$ cat src/hdl/alr_pkg.sv
// ----------------------------------------------------------------------------
// alr_pkg: shared types and constants of the line rasterizer
// Mode codes, fixed-point widths and the request record that passes from
// the load/classify front end to the stepping back end.
// ----------------------------------------------------------------------------
package alr_pkg;

  localparam int CoordBits = 12;
  localparam int FracBits  = 16;
  localparam int PosBits   = CoordBits + FracBits + 2;   // minor position
  localparam int SlopeBits = FracBits + 2;
  localparam int StepBits  = CoordBits + 1;

  localparam logic [2:0] MODE_IDLE   = 3'd0;
  localparam logic [2:0] MODE_HSPAN  = 3'd1;
  localparam logic [2:0] MODE_VSPAN  = 3'd2;
  localparam logic [2:0] MODE_XMAJOR = 3'd3;
  localparam logic [2:0] MODE_YMAJOR = 3'd4;

  localparam logic [2:0] REG_SURF_W  = 3'd0;
  localparam logic [2:0] REG_SURF_H  = 3'd1;
  localparam logic [2:0] REG_CLIP_L  = 3'd2;
  localparam logic [2:0] REG_CLIP_T  = 3'd3;
  localparam logic [2:0] REG_CLIP_R  = 3'd4;
  localparam logic [2:0] REG_CLIP_B  = 3'd5;
  localparam logic [2:0] REG_ALPHA   = 3'd6;

  // Request handed from the front end to the back end.
  typedef struct packed {
    logic                          is_load;
    logic [2:0]                    mode;
    logic signed [CoordBits:0]     major;
    logic signed [PosBits-1:0]     minor;
    logic signed [SlopeBits-1:0]   slope;
    logic [StepBits-1:0]           steps;
  } alr_req_t;

  // Clip window, signed so an empty window compares correctly.
  typedef struct packed {
    logic signed [CoordBits+1:0] x0;
    logic signed [CoordBits+1:0] x1;
    logic signed [CoordBits+1:0] y0;
    logic signed [CoordBits+1:0] y1;
  } alr_win_t;

endpackage

$ cat src/hdl/antialiased_line_rasterizer.sv
// ----------------------------------------------------------------------------
// antialiased_line_rasterizer: DDA line rasterizer with two-pixel coverage
// Front end classifies and clips loads, back end walks the line.
// ----------------------------------------------------------------------------
// The front end takes a request only while idle and holds it until the
// queue takes it, so it cannot accept a new one before the last has been
// handed on. In the back end a step that yields two fragments holds off
// the next request until its second fragment is in the output register,
// which sends one fragment per cycle while out_ready is high. A diagonal
// load holds the front end while the radix-2 slope divider produces 30
// quotient bits; a two-entry queue lets the back end keep stepping the
// previous line meanwhile. Configuration writes are taken at any time.
module antialiased_line_rasterizer (
  input  logic               clk,
  input  logic               rst_n,
  input  logic               in_valid,
  output logic               in_ready,
  input  logic               in_op,
  input  logic signed [11:0] in_start_x,
  input  logic signed [11:0] in_start_y,
  input  logic signed [11:0] in_end_x,
  input  logic signed [11:0] in_end_y,
  output logic               out_valid,
  input  logic               out_ready,
  output logic [10:0]        out_pixel_x,
  output logic [10:0]        out_pixel_y,
  output logic [7:0]         out_coverage_alpha,
  output logic               out_last,
  output logic               out_line_done,
  input  logic               cfg_valid,
  output logic               cfg_ready,
  input  logic [2:0]         cfg_index,
  input  logic [11:0]        cfg_data
);

  logic [11:0] sw_r, sh_r, cl_r, ct_r, cr_r, cb_r;
  logic [7:0]  al_r;
  alr_pkg::alr_win_t win;
  alr_pkg::alr_req_t fq_req, qb_req;
  logic fq_valid, fq_ready, qb_valid, qb_ready;
  logic signed [13:0] l, t, r, b, sw1, sh1;

  assign cfg_ready = 1'b1;

  always_ff @(posedge clk) begin
    if (!rst_n) begin
      sw_r <= 12'd640; sh_r <= 12'd480;
      cl_r <= 12'd0;   ct_r <= 12'd0;
      cr_r <= 12'd2047; cb_r <= 12'd2047;
      al_r <= 8'd255;
    end else if (cfg_valid) begin
      unique case (cfg_index)
        alr_pkg::REG_SURF_W: sw_r <= cfg_data;
        alr_pkg::REG_SURF_H: sh_r <= cfg_data;
        alr_pkg::REG_CLIP_L: cl_r <= cfg_data;
        alr_pkg::REG_CLIP_T: ct_r <= cfg_data;
        alr_pkg::REG_CLIP_R: cr_r <= cfg_data;
        alr_pkg::REG_CLIP_B: cb_r <= cfg_data;
        alr_pkg::REG_ALPHA:  al_r <= cfg_data[7:0];
        default: ;
      endcase
    end
  end

  always_comb begin
    l   = 14'(signed'(cl_r));
    t   = 14'(signed'(ct_r));
    r   = 14'(signed'(cr_r));
    b   = 14'(signed'(cb_r));
    sw1 = signed'({2'b00, sw_r}) - 14'sd1;
    sh1 = signed'({2'b00, sh_r}) - 14'sd1;
    win.x0 = l < 0 ? 14'sd0 : l;
    win.y0 = t < 0 ? 14'sd0 : t;
    win.x1 = sw1 < r ? sw1 : r;
    win.y1 = sh1 < b ? sh1 : b;
  end

  alr_front u_front (
    .clk(clk), .rst_n(rst_n),
    .in_valid(in_valid), .in_ready(in_ready), .in_op(in_op),
    .in_start_x(in_start_x), .in_start_y(in_start_y),
    .in_end_x(in_end_x), .in_end_y(in_end_y),
    .win(win), .req_valid(fq_valid), .req_ready(fq_ready), .req(fq_req)
  );

  alr_queue u_queue (
    .clk(clk), .rst_n(rst_n),
    .wr_valid(fq_valid), .wr_ready(fq_ready), .wr_data(fq_req),
    .rd_valid(qb_valid), .rd_ready(qb_ready), .rd_data(qb_req)
  );

  alr_back u_back (
    .clk(clk), .rst_n(rst_n),
    .req_valid(qb_valid), .req_ready(qb_ready), .req(qb_req),
    .win(win), .alpha(al_r),
    .out_valid(out_valid), .out_ready(out_ready),
    .out_pixel_x(out_pixel_x), .out_pixel_y(out_pixel_y),
    .out_coverage_alpha(out_coverage_alpha),
    .out_last(out_last), .out_line_done(out_line_done)
  );

  a_done_is_last: assert property (@(posedge clk) disable iff (!rst_n)
    out_valid && out_line_done |-> out_last)
    else $error("line_done without last");

  a_hold_out: assert property (@(posedge clk) disable iff (!rst_n)
    out_valid && !out_ready |=> out_valid && $stable(out_pixel_x) && $stable(out_pixel_y))
    else $error("result changed while stalled");

endmodule

$ cat src/hdl/alr_div.sv
// ----------------------------------------------------------------------------
// alr_div: restoring divider for the slope
// Unsigned radix-2 division, one quotient bit per cycle.
// ----------------------------------------------------------------------------
module alr_div (
  input  logic        clk,
  input  logic        rst_n,
  input  logic        start,
  input  logic [29:0] num,
  input  logic [13:0] den,
  output logic        done,
  output logic [29:0] quot
);

  logic [29:0] q_r, q_nxt;
  logic [14:0] rem_r, rem_nxt;
  logic [13:0] den_r, den_nxt;
  logic [4:0]  cnt_r, cnt_nxt;
  logic        busy_r, busy_nxt;
  logic        done_r, done_nxt;
  logic [14:0] trial;

  always_comb begin
    q_nxt    = q_r;
    rem_nxt  = rem_r;
    den_nxt  = den_r;
    cnt_nxt  = cnt_r;
    busy_nxt = busy_r;
    done_nxt = 1'b0;
    trial    = {rem_r[13:0], q_r[29]};
    if (start) begin
      q_nxt    = num;
      rem_nxt  = '0;
      den_nxt  = den;
      cnt_nxt  = 5'd0;
      busy_nxt = 1'b1;
    end else if (busy_r) begin
      if (trial >= {1'b0, den_r}) begin
        rem_nxt = trial - {1'b0, den_r};
        q_nxt   = {q_r[28:0], 1'b1};
      end else begin
        rem_nxt = trial;
        q_nxt   = {q_r[28:0], 1'b0};
      end
      cnt_nxt = cnt_r + 5'd1;
      if (cnt_r == 5'd29) begin
        busy_nxt = 1'b0;
        done_nxt = 1'b1;
      end
    end
  end

  always_ff @(posedge clk) begin
    if (!rst_n) begin
      busy_r <= 1'b0;
      done_r <= 1'b0;
      cnt_r  <= '0;
    end else begin
      busy_r <= busy_nxt;
      done_r <= done_nxt;
      cnt_r  <= cnt_nxt;
    end
    q_r   <= q_nxt;
    rem_r <= rem_nxt;
    den_r <= den_nxt;
  end

  assign done = done_r;
  assign quot = q_r;

endmodule

$ cat src/hdl/alr_front.sv
// ----------------------------------------------------------------------------
// alr_front: request classifier
// Takes load and step requests, clips and classifies loads, runs the slope
// division and pushes finished requests toward the back end.
// ----------------------------------------------------------------------------
module alr_front (
  input  logic                    clk,
  input  logic                    rst_n,
  input  logic                    in_valid,
  output logic                    in_ready,
  input  logic                    in_op,
  input  logic signed [11:0]      in_start_x,
  input  logic signed [11:0]      in_start_y,
  input  logic signed [11:0]      in_end_x,
  input  logic signed [11:0]      in_end_y,
  input  alr_pkg::alr_win_t       win,
  output logic                    req_valid,
  input  logic                    req_ready,
  output alr_pkg::alr_req_t       req
);

  localparam logic [1:0] ST_IDLE = 2'd0;
  localparam logic [1:0] ST_DIV  = 2'd1;
  localparam logic [1:0] ST_OUT  = 2'd2;

  logic [1:0]        st_r, st_nxt;
  alr_pkg::alr_req_t req_r, req_nxt;
  logic              neg_r, neg_nxt;
  logic              div_start;
  logic [29:0]       div_num;
  logic [13:0]       div_den;
  logic              div_done;
  logic [29:0]       div_q;

  logic signed [13:0] ax, ay, bx, by, dx, dy, adx, ady;
  logic signed [13:0] lox, hix, loy, hiy, clox, chix, cloy, chiy;
  logic signed [13:0] smaj, smin, dmin, dmaj, admin;
  logic               drop, xmaj;

  function automatic logic signed [13:0] clampv(input logic signed [13:0] v,
                                                input logic signed [13:0] lo,
                                                input logic signed [13:0] hi);
    if (v < lo) return lo;
    if (v > hi) return hi;
    return v;
  endfunction

  alr_div u_div (
    .clk  (clk),
    .rst_n(rst_n),
    .start(div_start),
    .num  (div_num),
    .den  (div_den),
    .done (div_done),
    .quot (div_q)
  );

  always_comb begin
    ax  = 14'(in_start_x);
    ay  = 14'(in_start_y);
    bx  = 14'(in_end_x);
    by  = 14'(in_end_y);
    dx  = bx - ax;
    dy  = by - ay;
    adx = dx < 0 ? -dx : dx;
    ady = dy < 0 ? -dy : dy;
    lox = ax < bx ? ax : bx;
    hix = ax < bx ? bx : ax;
    loy = ay < by ? ay : by;
    hiy = ay < by ? by : ay;
    clox = clampv(lox, win.x0, win.x1);
    chix = clampv(hix, win.x0, win.x1);
    cloy = clampv(loy, win.y0, win.y1);
    chiy = clampv(hiy, win.y0, win.y1);
    drop = (dx == 0 && dy == 0) || win.x0 > win.x1 || win.y0 > win.y1 ||
           hix < win.x0 || lox > win.x1 || hiy < win.y0 || loy > win.y1;
    xmaj = adx >= ady;
    if (xmaj) begin
      smaj = ax < bx ? ax : bx;
      smin = ax < bx ? ay : by;
      dmin = ax < bx ? dy : -dy;
      dmaj = adx;
    end else begin
      smaj = ay < by ? ay : by;
      smin = ay < by ? ax : bx;
      dmin = ay < by ? dx : -dx;
      dmaj = ady;
    end
    admin   = dmin < 0 ? -dmin : dmin;
    // round half away: (2|dmin|*one + dmaj) / (2*dmaj)
    div_num = ({16'd0, admin} << (alr_pkg::FracBits + 1)) + {16'd0, dmaj};
    div_den = {dmaj[12:0], 1'b0};
  end

  assign in_ready = (st_r == ST_IDLE);

  always_comb begin
    st_nxt    = st_r;
    req_nxt   = req_r;
    neg_nxt   = neg_r;
    div_start = 1'b0;
    unique case (st_r)
      ST_IDLE: begin
        if (in_valid) begin
          req_nxt.is_load = ~in_op;
          req_nxt.mode    = alr_pkg::MODE_IDLE;
          req_nxt.steps   = '0;
          req_nxt.slope   = '0;
          st_nxt          = ST_OUT;
          if (!in_op && !drop) begin
            if (dy == 0) begin
              req_nxt.mode  = alr_pkg::MODE_HSPAN;
              req_nxt.major = clox[12:0];
              req_nxt.minor = 30'(ay);
              req_nxt.steps = 13'(chix - clox + 14'sd1);
            end else if (dx == 0) begin
              req_nxt.mode  = alr_pkg::MODE_VSPAN;
              req_nxt.major = cloy[12:0];
              req_nxt.minor = 30'(ax);
              req_nxt.steps = 13'(chiy - cloy + 14'sd1);
            end else begin
              req_nxt.mode  = xmaj ? alr_pkg::MODE_XMAJOR : alr_pkg::MODE_YMAJOR;
              req_nxt.major = smaj[12:0];
              req_nxt.minor = (30'(smin) <<< alr_pkg::FracBits) +
                              (30'sd1 <<< (alr_pkg::FracBits - 1));
              req_nxt.steps = 13'(dmaj + 14'sd1);
              neg_nxt       = dmin < 0;
              div_start     = 1'b1;
              st_nxt        = ST_DIV;
            end
          end
        end
      end
      ST_DIV: begin
        if (div_done) begin
          req_nxt.slope = neg_r ? -18'(div_q) : 18'(div_q);
          st_nxt        = ST_OUT;
        end
      end
      ST_OUT: begin
        if (req_ready) st_nxt = ST_IDLE;
      end
      default: st_nxt = ST_IDLE;
    endcase
  end

  always_ff @(posedge clk) begin
    if (!rst_n) st_r <= ST_IDLE;
    else        st_r <= st_nxt;
    req_r <= req_nxt;
    neg_r <= neg_nxt;
  end

  assign req_valid = (st_r == ST_OUT);
  assign req       = req_r;

endmodule

$ cat src/hdl/alr_queue.sv
// ----------------------------------------------------------------------------
// alr_queue: two-entry request queue
// Decouples the classifier from the stepping back end.
// ----------------------------------------------------------------------------
module alr_queue (
  input  logic              clk,
  input  logic              rst_n,
  input  logic              wr_valid,
  output logic              wr_ready,
  input  alr_pkg::alr_req_t wr_data,
  output logic              rd_valid,
  input  logic              rd_ready,
  output alr_pkg::alr_req_t rd_data
);

  alr_pkg::alr_req_t mem_r [2];
  logic       wp_r, rp_r;
  logic [1:0] cnt_r;
  logic       push, pop;

  assign wr_ready = cnt_r != 2'd2;
  assign rd_valid = cnt_r != 2'd0;
  assign rd_data  = mem_r[rp_r];
  assign push     = wr_valid && wr_ready;
  assign pop      = rd_valid && rd_ready;

  always_ff @(posedge clk) begin
    if (!rst_n) begin
      wp_r  <= 1'b0;
      rp_r  <= 1'b0;
      cnt_r <= 2'd0;
    end else begin
      if (push) wp_r <= ~wp_r;
      if (pop)  rp_r <= ~rp_r;
      cnt_r <= cnt_r + {1'b0, push} - {1'b0, pop};
    end
    if (push) mem_r[wp_r] <= wr_data;
  end

endmodule

$ cat src/hdl/alr_back.sv
// ----------------------------------------------------------------------------
// alr_back: line stepper
// Holds the active line, walks it one position per step request and emits
// up to two clipped fragments through an output register.
// ----------------------------------------------------------------------------
module alr_back (
  input  logic              clk,
  input  logic              rst_n,
  input  logic              req_valid,
  output logic              req_ready,
  input  alr_pkg::alr_req_t req,
  input  alr_pkg::alr_win_t win,
  input  logic [7:0]        alpha,
  output logic              out_valid,
  input  logic              out_ready,
  output logic [10:0]       out_pixel_x,
  output logic [10:0]       out_pixel_y,
  output logic [7:0]        out_coverage_alpha,
  output logic              out_last,
  output logic              out_line_done
);

  localparam int One  = 1 << alr_pkg::FracBits;
  localparam int Half = One / 2;

  logic [2:0]                              mode_r;
  logic signed [alr_pkg::CoordBits:0]      maj_r;
  logic signed [alr_pkg::PosBits-1:0]      min_r;
  logic signed [alr_pkg::SlopeBits-1:0]    slope_r;
  logic [alr_pkg::StepBits-1:0]            steps_r;

  // pending second fragment
  logic        p2_r;
  logic [10:0] p2x_r, p2y_r;
  logic [7:0]  p2a_r;
  logic        p2done_r;

  logic        ov_r;
  logic [10:0] ox_r, oy_r;
  logic [7:0]  oa_r;
  logic        ol_r, od_r;

  logic signed [13:0] p, p2, fx1, fy1, fx2, fy2;
  logic [alr_pkg::FracBits-1:0] f;
  logic [alr_pkg::FracBits:0]   c1, c2;
  logic        two, in1, in2, fin, take, oslot, fire;
  logic [24:0] m1, m2;

  assign oslot     = !ov_r || out_ready;
  assign req_ready = oslot && !p2_r;
  assign take      = req_valid && req_ready;
  // a step request that puts a fragment into the output register
  assign fire      = take && !req.is_load && mode_r != alr_pkg::MODE_IDLE &&
                     steps_r != '0 && (in1 || in2);

  always_comb begin
    p   = 14'(min_r >>> alr_pkg::FracBits);
    f   = min_r[alr_pkg::FracBits-1:0];
    two = 1'b1;
    c1  = 17'(One);
    c2  = '0;
    p2  = p;
    if (f > 16'(Half)) begin
      c1 = 17'(3 * Half) - {1'b0, f};
      c2 = {1'b0, f} - 17'(Half);
      p2 = p + 14'sd1;
    end else if (f < 16'(Half)) begin
      c1 = 17'(Half) + {1'b0, f};
      c2 = 17'(Half) - {1'b0, f};
      p2 = p - 14'sd1;
    end else begin
      two = 1'b0;
    end
    fx1 = 14'(maj_r); fy1 = p;
    fx2 = 14'(maj_r); fy2 = p2;
    unique case (mode_r)
      alr_pkg::MODE_HSPAN: begin
        fx1 = 14'(maj_r); fy1 = 14'(min_r); c1 = 17'(One); two = 1'b0;
      end
      alr_pkg::MODE_VSPAN: begin
        fx1 = 14'(min_r); fy1 = 14'(maj_r); c1 = 17'(One); two = 1'b0;
      end
      alr_pkg::MODE_YMAJOR: begin
        fx1 = p;  fy1 = 14'(maj_r);
        fx2 = p2; fy2 = 14'(maj_r);
      end
      default: ;
    endcase
    in1 = fx1 >= win.x0 && fx1 <= win.x1 && fy1 >= win.y0 && fy1 <= win.y1;
    in2 = two && fx2 >= win.x0 && fx2 <= win.x1 && fy2 >= win.y0 && fy2 <= win.y1;
    m1  = alpha * c1;
    m2  = alpha * c2;
    fin = steps_r == 13'd1;
  end

  always_ff @(posedge clk) begin
    if (!rst_n) begin
      mode_r  <= alr_pkg::MODE_IDLE;
      steps_r <= '0;
      p2_r    <= 1'b0;
      ov_r    <= 1'b0;
    end else begin
      if ((p2_r && oslot) || fire) ov_r <= 1'b1;
      else if (out_ready)          ov_r <= 1'b0;
      if (p2_r && oslot) begin
        ox_r <= p2x_r; oy_r <= p2y_r; oa_r <= p2a_r;
        ol_r <= 1'b1;  od_r <= p2done_r;
        p2_r <= 1'b0;
      end else if (take) begin
        if (req.is_load) begin
          mode_r  <= req.mode;
          maj_r   <= req.major;
          min_r   <= req.minor;
          slope_r <= req.slope;
          steps_r <= req.steps;
        end else if (mode_r != alr_pkg::MODE_IDLE && steps_r != '0) begin
          maj_r   <= maj_r + 13'sd1;
          if (mode_r == alr_pkg::MODE_XMAJOR || mode_r == alr_pkg::MODE_YMAJOR)
            min_r <= min_r + 30'(slope_r);
          steps_r <= steps_r - 13'd1;
          if (fin) mode_r <= alr_pkg::MODE_IDLE;
          if (in1) begin
            ox_r <= fx1[10:0]; oy_r <= fy1[10:0]; oa_r <= m1[23:16];
            ol_r <= !in2; od_r <= !in2 && fin;
            if (in2) begin
              p2_r <= 1'b1;
              p2x_r <= fx2[10:0]; p2y_r <= fy2[10:0]; p2a_r <= m2[23:16];
              p2done_r <= fin;
            end
          end else if (in2) begin
            ox_r <= fx2[10:0]; oy_r <= fy2[10:0]; oa_r <= m2[23:16];
            ol_r <= 1'b1; od_r <= fin;
          end
        end else begin
          mode_r <= alr_pkg::MODE_IDLE;
        end
      end
    end
  end

  assign out_valid          = ov_r;
  assign out_pixel_x        = ox_r;
  assign out_pixel_y        = oy_r;
  assign out_coverage_alpha = oa_r;
  assign out_last           = ol_r;
  assign out_line_done      = od_r;

endmodule

$ cat config.mk
export PLATFORM = sky130hd
export DESIGN_NAME = antialiased_line_rasterizer
export DESIGN_NICKNAME = d
export VERILOG_FILES = /design/src/hdl/alr_pkg.sv /design/src/hdl/antialiased_line_rasterizer.sv /design/src/hdl/alr_div.sv /design/src/hdl/alr_front.sv /design/src/hdl/alr_queue.sv /design/src/hdl/alr_back.sv
export SDC_FILE = /design/constraint.sdc
export NUM_CORES = 2
export LEC_CHECK = 0
export BUFFER_PORTS_ARGS = -buffer_cell sky130_fd_sc_hd__buf_2
export CAP_MARGIN = 20
export CORE_MARGIN = 5
export CORE_UTILIZATION = 35
export CTS_BUF_LIST = sky130_fd_sc_hd__clkbuf_8
export DETAILED_ROUTE_END_ITERATION = 8
export PLACE_DENSITY_LB_ADDON = 0.05
export SLEW_MARGIN = 5
export SYNTH_ARGS = -nofsm -noshare
export SYNTH_HDL_FRONTEND = slang
export SYNTH_SLANG_ARGS = --single-unit
$ cat constraint.sdc
create_clock -name clk -period 10.8 [get_ports clk]
set_input_delay 0.54 -clock clk [delete_from_list [all_inputs] [get_ports clk]]
set_output_delay 0.54 -clock clk [all_outputs]
set_load 0.02 [all_outputs]
Yosys cells after proc, flatten, opt, wreduce, memory -nomap -nowiden
Memories as Yosys holds them, arrays and structs flattened. A register that Yosys moved wholly into a read port is not among the register bits.
Index checks and enable logic that the tools add are counted.
{ "totals": {"reg_bits": 371, "ram_bits": 156, "inputBits": 69, "out_inout_bits": 35, "word_cells": 347, "mem_count": 1} }
{ "op_classes": {"addsub": 28, "mul": 2, "magnitude_cmp": 31, "n_eq_ne": 20, "n_mux": 136, "bitwise": 10, "n_reduce_logical": 77} }
{ "mem_list": {"columns": ["memory", "depth", "word_bits", "rd", "rd_ports_with_merged_regs", "wr", "line", "rtl"], "rows": [
  ["u_queue.mem_r", 2, 78, 1, 1, 1, "alr_queue.sv:16", "alr_pkg::alr_req_t mem_r [2];"]
]} }
{ "ops": {"columns": ["operator", "count"], "rows": [
  ["$mux 13", 25],
  ["$mux 14", 22],
  ["$mux 30", 5],
  ["$mux 11", 12],
  ["$mux 17", 5],
  ["$gt 14x14->1", 6],
  ["$ge 14x14->1", 5],
  ["$logic_not 32->1", 2],
  ["$le 14x14->1", 4],
  ["$lt 14x14->1", 4],
  ["$pmux 14 s2", 2],
  ["$add 13x2->13 const B", 4],
  ["$mul 8x17->24", 2],
  ["$mux 8", 6],
  ["$mux 45", 1],
  ["$mux 44", 1],
  ["$mux 1", 42],
  ["$mux 18", 2],
  ["$pmux 18 s2", 1],
  ["$mux 31", 1],
  ["$add 30x14->30", 1],
  ["$add 30x17->30 const B", 1],
  ["$add 30x18->30", 1],
  ["$neg 13->14", 2],
  ["52 further kinds", 147]
]} }

Logic depth before layout (Yosys ltp)
{ "logic_depth": {"depth_word": 16, "mapped_depth": 43, "mapped_depth_nobuf": 42} }

Hierarchy
A second synthesis with hierarchy kept.
{ "unflattened": {"cells_unflattened": 5262, "area_unflattened_um2": 48054.8} }
{ "modules_own_cells": {"columns": ["mod", "instances", "cells_each", "area_per_inst_um2", "seq_area_each_um2"], "rows": [
  ["alr_back", 1, 2293, 20178.1, 4083.9],
  ["alr_front", 1, 1859, 14106.0, 2262.2],
  ["alr_queue", 1, 267, 5941.9, 4784.6],
  ["antialiased_line_rasterizer", 1, 540, 4355.4, 1601.5],
  ["alr_div", 1, 303, 3473.3, 1741.7]
]} }

Worst setup path after synthesis
OpenSTA, ideal clock, no wires.
{ "synth_timing": {"path_type": "flip-flop to flip-flop", "from": "register sw_r[2]", "to": "register u_front.req_r (netlist bit u_front.req[12]) (data pin)", "setup_ns": 0.276, "arrival_time_ns": 7.911, "t_required_ns": 10.524, "setup_slack_ns": 2.613, "path_stages_with_launch": 36, "n_path_buf": 2, "period_less_slack_ns": 8.187, "cell_sequence": "dfxtp_1 > or4_1 > o41ai_1 > nand2_1 > ha_1 > a2111oi_0 > a21oi_1 > o31a_1 > o21ai_1 > clkbuf_1 > mux2i_1 > ha_1 > a21o_1 > a21oi_1 > nor2b_1 > o311a_1 > o21ai_0 > a21oi_1 > o21a_1 > o311a_1 > clkbuf_1 > o211ai_1 > o21ai_0 > ha_1 > ha_1 > a21o_1 > a21oi_1 > o21ai_0 > a21oi_1 > nor2b_1 > nor2_1 > o21ai_0 > o41ai_1 > xor2_1 > xnor2_1 > a211oi_1"} }
{ "synth_between": {"elab_chain_len": 12, "elab_cells_between_ends": 27, "classes_between": "add/sub: 3; order compare: 4; mux: 12; reduce/logical: 8"} }
{ "synth_lines": {"columns": ["item", "line", "rtl"], "rows": [
  ["start: declaration", "antialiased_line_rasterizer.sv:36", "logic [11:0] sw_r, sh_r, cl_r, ct_r, cr_r, cb_r;"],
  ["start signal: assignment", "antialiased_line_rasterizer.sv:53", "alr_pkg::REG_SURF_W: sw_r <= cfg_data;"],
  ["$sub 12x1->13 *", "antialiased_line_rasterizer.sv:70", "sw1 = signed'({2'b00, sw_r}) - 14'sd1;"],
  ["$lt 13x12->1", "antialiased_line_rasterizer.sv:74", "win.x1 = sw1 < r ? sw1 : r;"],
  ["$mux 14 *", "antialiased_line_rasterizer.sv:74", null],
  ["parallel branches: the longest is 9 deep, another holds $gt 14x14->1", null, null],
  ["end signal: assignment", "alr_front.sv:150", "req_r <= req_nxt;"],
  ["end: declaration", "alr_front.sv:27", "alr_pkg::alr_req_t req_r, req_nxt;"]
]} }
Mark *: on every way between the ends. The select of a mux whose other input is x is not followed.
A chain may end at the register's enable or synchronous reset.

Worst setup path after layout
{ "layout_timing": {"from": "register sh_r[2]", "to": "register u_front.req_r (netlist bit u_front.req[11]) (data pin)"} }
{ "layout_between": {"elab_chain_len": 12, "elab_cells_between_ends": 27, "classes_between": "add/sub: 3; order compare: 4; mux: 13; reduce/logical: 7"} }
{ "layout_lines": {"columns": ["item", "line", "rtl"], "rows": [
  ["start: declaration", "antialiased_line_rasterizer.sv:36", null],
  ["start signal: assignment", "antialiased_line_rasterizer.sv:54", "alr_pkg::REG_SURF_H: sh_r <= cfg_data;"],
  ["$sub 12x1->13 *", "antialiased_line_rasterizer.sv:71", "sh1 = signed'({2'b00, sh_r}) - 14'sd1;"],
  ["$lt 13x12->1", "antialiased_line_rasterizer.sv:75", "win.y1 = sh1 < b ? sh1 : b;"],
  ["$mux 14 *", "antialiased_line_rasterizer.sv:75", null],
  ["$gt 14x14->1 (on tied branches)", "alr_front.sv:44, alr_front.sv:76", null],
  ["$mux 1 (2 in a row)", "alr_front.sv:44", "if (v > hi) return hi;"],
  ["$mux 13", "alr_front.sv:45", "return v;"],
  ["$mux 13", "alr_front.sv:44", null],
  ["$sub 13x13->13", "alr_front.sv:120", "req_nxt.steps = 13'(chiy - cloy + 14'sd1);"],
  ["$add 13x2->13", "alr_front.sv:120", null],
  ["$mux 13", "alr_front.sv:116", "end else if (dx == 0) begin"],
  ["$mux 13", "alr_front.sv:111", "if (dy == 0) begin"]
]} }
Every way passes the cells marked *; elsewhere a longest branch is shown, timed or not. The select of a mux whose other input is x is not followed.

==> reports/metrics.cfg <==
[pwr]
power_frac_seq_pct = 16.8
internal_power_w = 0.00865
p_per_area_nw_per_um2 = 335
switching_share_pct = 47.6
ir_drop_mv = 0.535
p_switching_w = 0.00786
combPwrFrac_pct = 71.4
clkPwrFrac_pct = 11.8
leakage_nw = 20.8

[die]
initial_utilization_pct = 35.1
die_h_um = 367
die_area_um2 = 135000
die_w_um = 367
core_um2 = 127000
ios = 104
rows = 131

[detailed_routing]
ant_nets = 0
drt-initial-drc-count = 2493
firstDrtPassIters = 6
drc = 0
routed_wl_um = 157000
detail_route.wl_per_cell_um = 23.4
vias_per_cell = 5.38
vias = 36200

[sta]
holdWs_ns = 0.130
setup_violations = 0
fmax_mhz = 110
hold_viol = 0
tns_ns = 0
worst_pin_slew_ns = 1.17
clock_skew_ns = 0.0490
finalMaxSlewViolations = 0
slew_headroom_pct = 21.8
setup_ws_ns = 1.69
finalCritPeriodShare_pct = 84.3
rsz0062_at_grt = no
fin_crit_ns = 9.11

[clock_network]
clk_pin_slew_worst_paths_ns = 0.06
clock_latency_ns = 0.79
cts_sinks = 513
cts_buffer_depth = 3
htree_num_levels = 3
cts_root_buf = clkbuf_8
cts_setup_buffers = 0
cts_inserted_buffers = 96
cts_tree = built

[yosys]
ys_types = 98
synth_top_cells_by_count = nand2_1, ha_1, inv_1
post-synth-top-count-cell = nand2_1
synthCells = 4892
synthTopCellsByArea = edfxtp_1, ha_1, fa_1, dfxtp_1, nand2_1
yosysTopAreaCellShare_pct = 26.0
yosysTopAreaCell = edfxtp_1
synthArstFlopShare_pct = 0
synth_edf_count = 387
yosysSeqAreaShare_pct = 31.7
synth_area_per_cell_um2 = 9.13
yosys_warnings = 0
ys_seq_elements = 513
synth_ff_type = edfxtp_1
syn-cell-area_um2 = 44700

[layout]
fin_area_um2 = 49200
nets = 5677
drive_gt1_share_pct = 9.37
finalNonFillerCells = 6728
syn2layout_area_growth_pct = 10.2

[placement]
placed_cell_area_um2 = 47300
pre_cts_slack_ns = 1.77
dp_hpwl_um = 121000
dpl.cell_count = 6544
gp_congestion = 0.915
port-buffer-count = 102

[status]
status = finished, final reports clean

[setup_path]
r2r_cells = 36
worst-path-max-fanout = 22
end_kind = flop
cp_slowest_cell = a211oi_4
cp-start-kind = flop
critPathMaxStageDelay_ns = 0.93
cp.arrival_ns = 9.72
cp.required_ns = 11.42
critical_path_class = reg -> reg

[worst_hold_path]
min_path_cells = 3
hold_class = in -> reg

[grt]
grt_antenna_before_repair = 9
grt_first_pass_wirelength_um = 236000
grt_max_degree = 91
grt_use_total_pct = 22.9
grt_pass1_vias = 36200
grt_overflow = 0

[flow_run]
max-cap-violations = 0

## sequential cells by signal, indices dropped and copies added (netlist names), 13 cells and up, named ones only
register / count
u_front.u_div.den_r: 13
u_back.maj_r: 13
u_front.req: 73
u_back.slope_r: 18
u_back.steps_r: 13
u_queue.mem_r: 146
u_back.min_r: 30
u_front.u_div.rem_r: 14
u_front.u_div.quot: 30
## area by class of cell
class / count / area [µm²]
Fill cell: 12800 / 77900
Clock inverter: 74 / 542
Antenna cell: 7 / 17.5
Clock buffer: 102 / 1400
Sequential cell: 513 / 14100
Timing Repair Buffer: 208 / 1310
Multi-Input combinational cell: 3759 / 28200
Inverter: 403 / 1510
Tap cell: 1662 / 2080
## final timing paths
kind                                      start                   end  slack (ns)
worst max-delay path                    sh_r[2]       u_front.req[11]        1.69
worst min-delay path                cfg_data[0]               sw_r[0]        0.13
worst max register to register          sh_r[2]       u_front.req[11]        1.69
worst min register to register  u_front.req[13]  u_queue.mem_r[0][13]        0.44
## metal layers
| layer | up-vias | share of wire [%] | track usage, % |
|---|---|---|---|
| li1 | 17500 | - | - |
| met1 | 17700 | 47 | 31.8 |
| met2 | 833 | 46 | 37.2 |
| met3 | 208 | 4.9 | 3.44 |
| met4 | 0 | 2.6 | 6.29 |
| met5 | - | 0 | 0 |
## power groups by stage
stage | Clock (W) | Sequential (W) | Combinational [W]
after CTS | 0.00203 | 0.00277 | 0.0121
after floorplan | 0 | 0.00270 | 0.00878
after global placement | 0 | 0.00281 | 0.0120
final | 0.00195 | 0.00277 | 0.0118
after detailed placement | 0 | 0.00281 | 0.0120
after global routing | 0.00211 | 0.00279 | 0.0137
## critical path: cells and delay by family, from the launching register on
kind	cells	cell delay [ns]
fa+ha+maj	5	1.51
xor+xnor	1	0.14
flops	1	0.36
simple gates	12	2.48
buf+inv	2	0.12
compound gates	16	4.31
## through the flow
| stage | utilization (%) | total power [W] |
|---|---|---|
| after floorplan | - | 0.0115 |
| after global placement | 37.2 | 0.0148 |
| after detailed placement | 37.2 | 0.0148 |
| after CTS | 38.7 | 0.0169 |
| after global routing | 38.7 | 0.0186 |
| final | 38.7 | 0.0165 |
## logic make-up after synthesis
| kind of cell | synth area share [%] |
|---|---|
| AND/OR/NAND/NOR | 16.5 |
| AO/OA/AOI/OAI | 15.2 |
| adder cells (fa/ha/maj) | 20.8 |
| buffers and inverters | 5.41 |
| flip-flops | 31.7 |
| multiplexers | 5.73 |
| XOR/XNOR | 4.73 |
| other | 0.0168 |
## placed cells by master, fill, tap and decap left out, types with 78 or more instances in the layout
| cell | Yosys | layout |
|---|---|---|
| o21ai_0 | 252 | 250 |
| xnor2_1 | 139 | 139 |
| inv_1 | 401 | 442 |
| buf_4 | 4 | 106 |
| and2_1 | 117 | 115 |
| clkbuf_8 | 0 | 102 |
| edfxtp_1 | 387 | 387 |
| nand3_1 | 104 | 104 |
| dfxtp_1 | 126 | 124 |
| ha_1 | 445 | 445 |
| a21oi_1 | 295 | 295 |
| nand2_1 | 621 | 620 |
| buf_2 | 16 | 101 |
| nor2_1 | 315 | 311 |
| nor3_1 | 79 | 78 |
| mux2i_1 | 169 | 168 |
| fa_1 | 182 | 182 |
| xor2_1 | 102 | 102 |
## repair_timing
action | in CTS | in global routing
gates resized for setup | 0 | 0
hold buffers | 1 | 0
endpoints found under the hold margin | 4 | 0
Note: power is estimated with default switching activity, not from simulation.
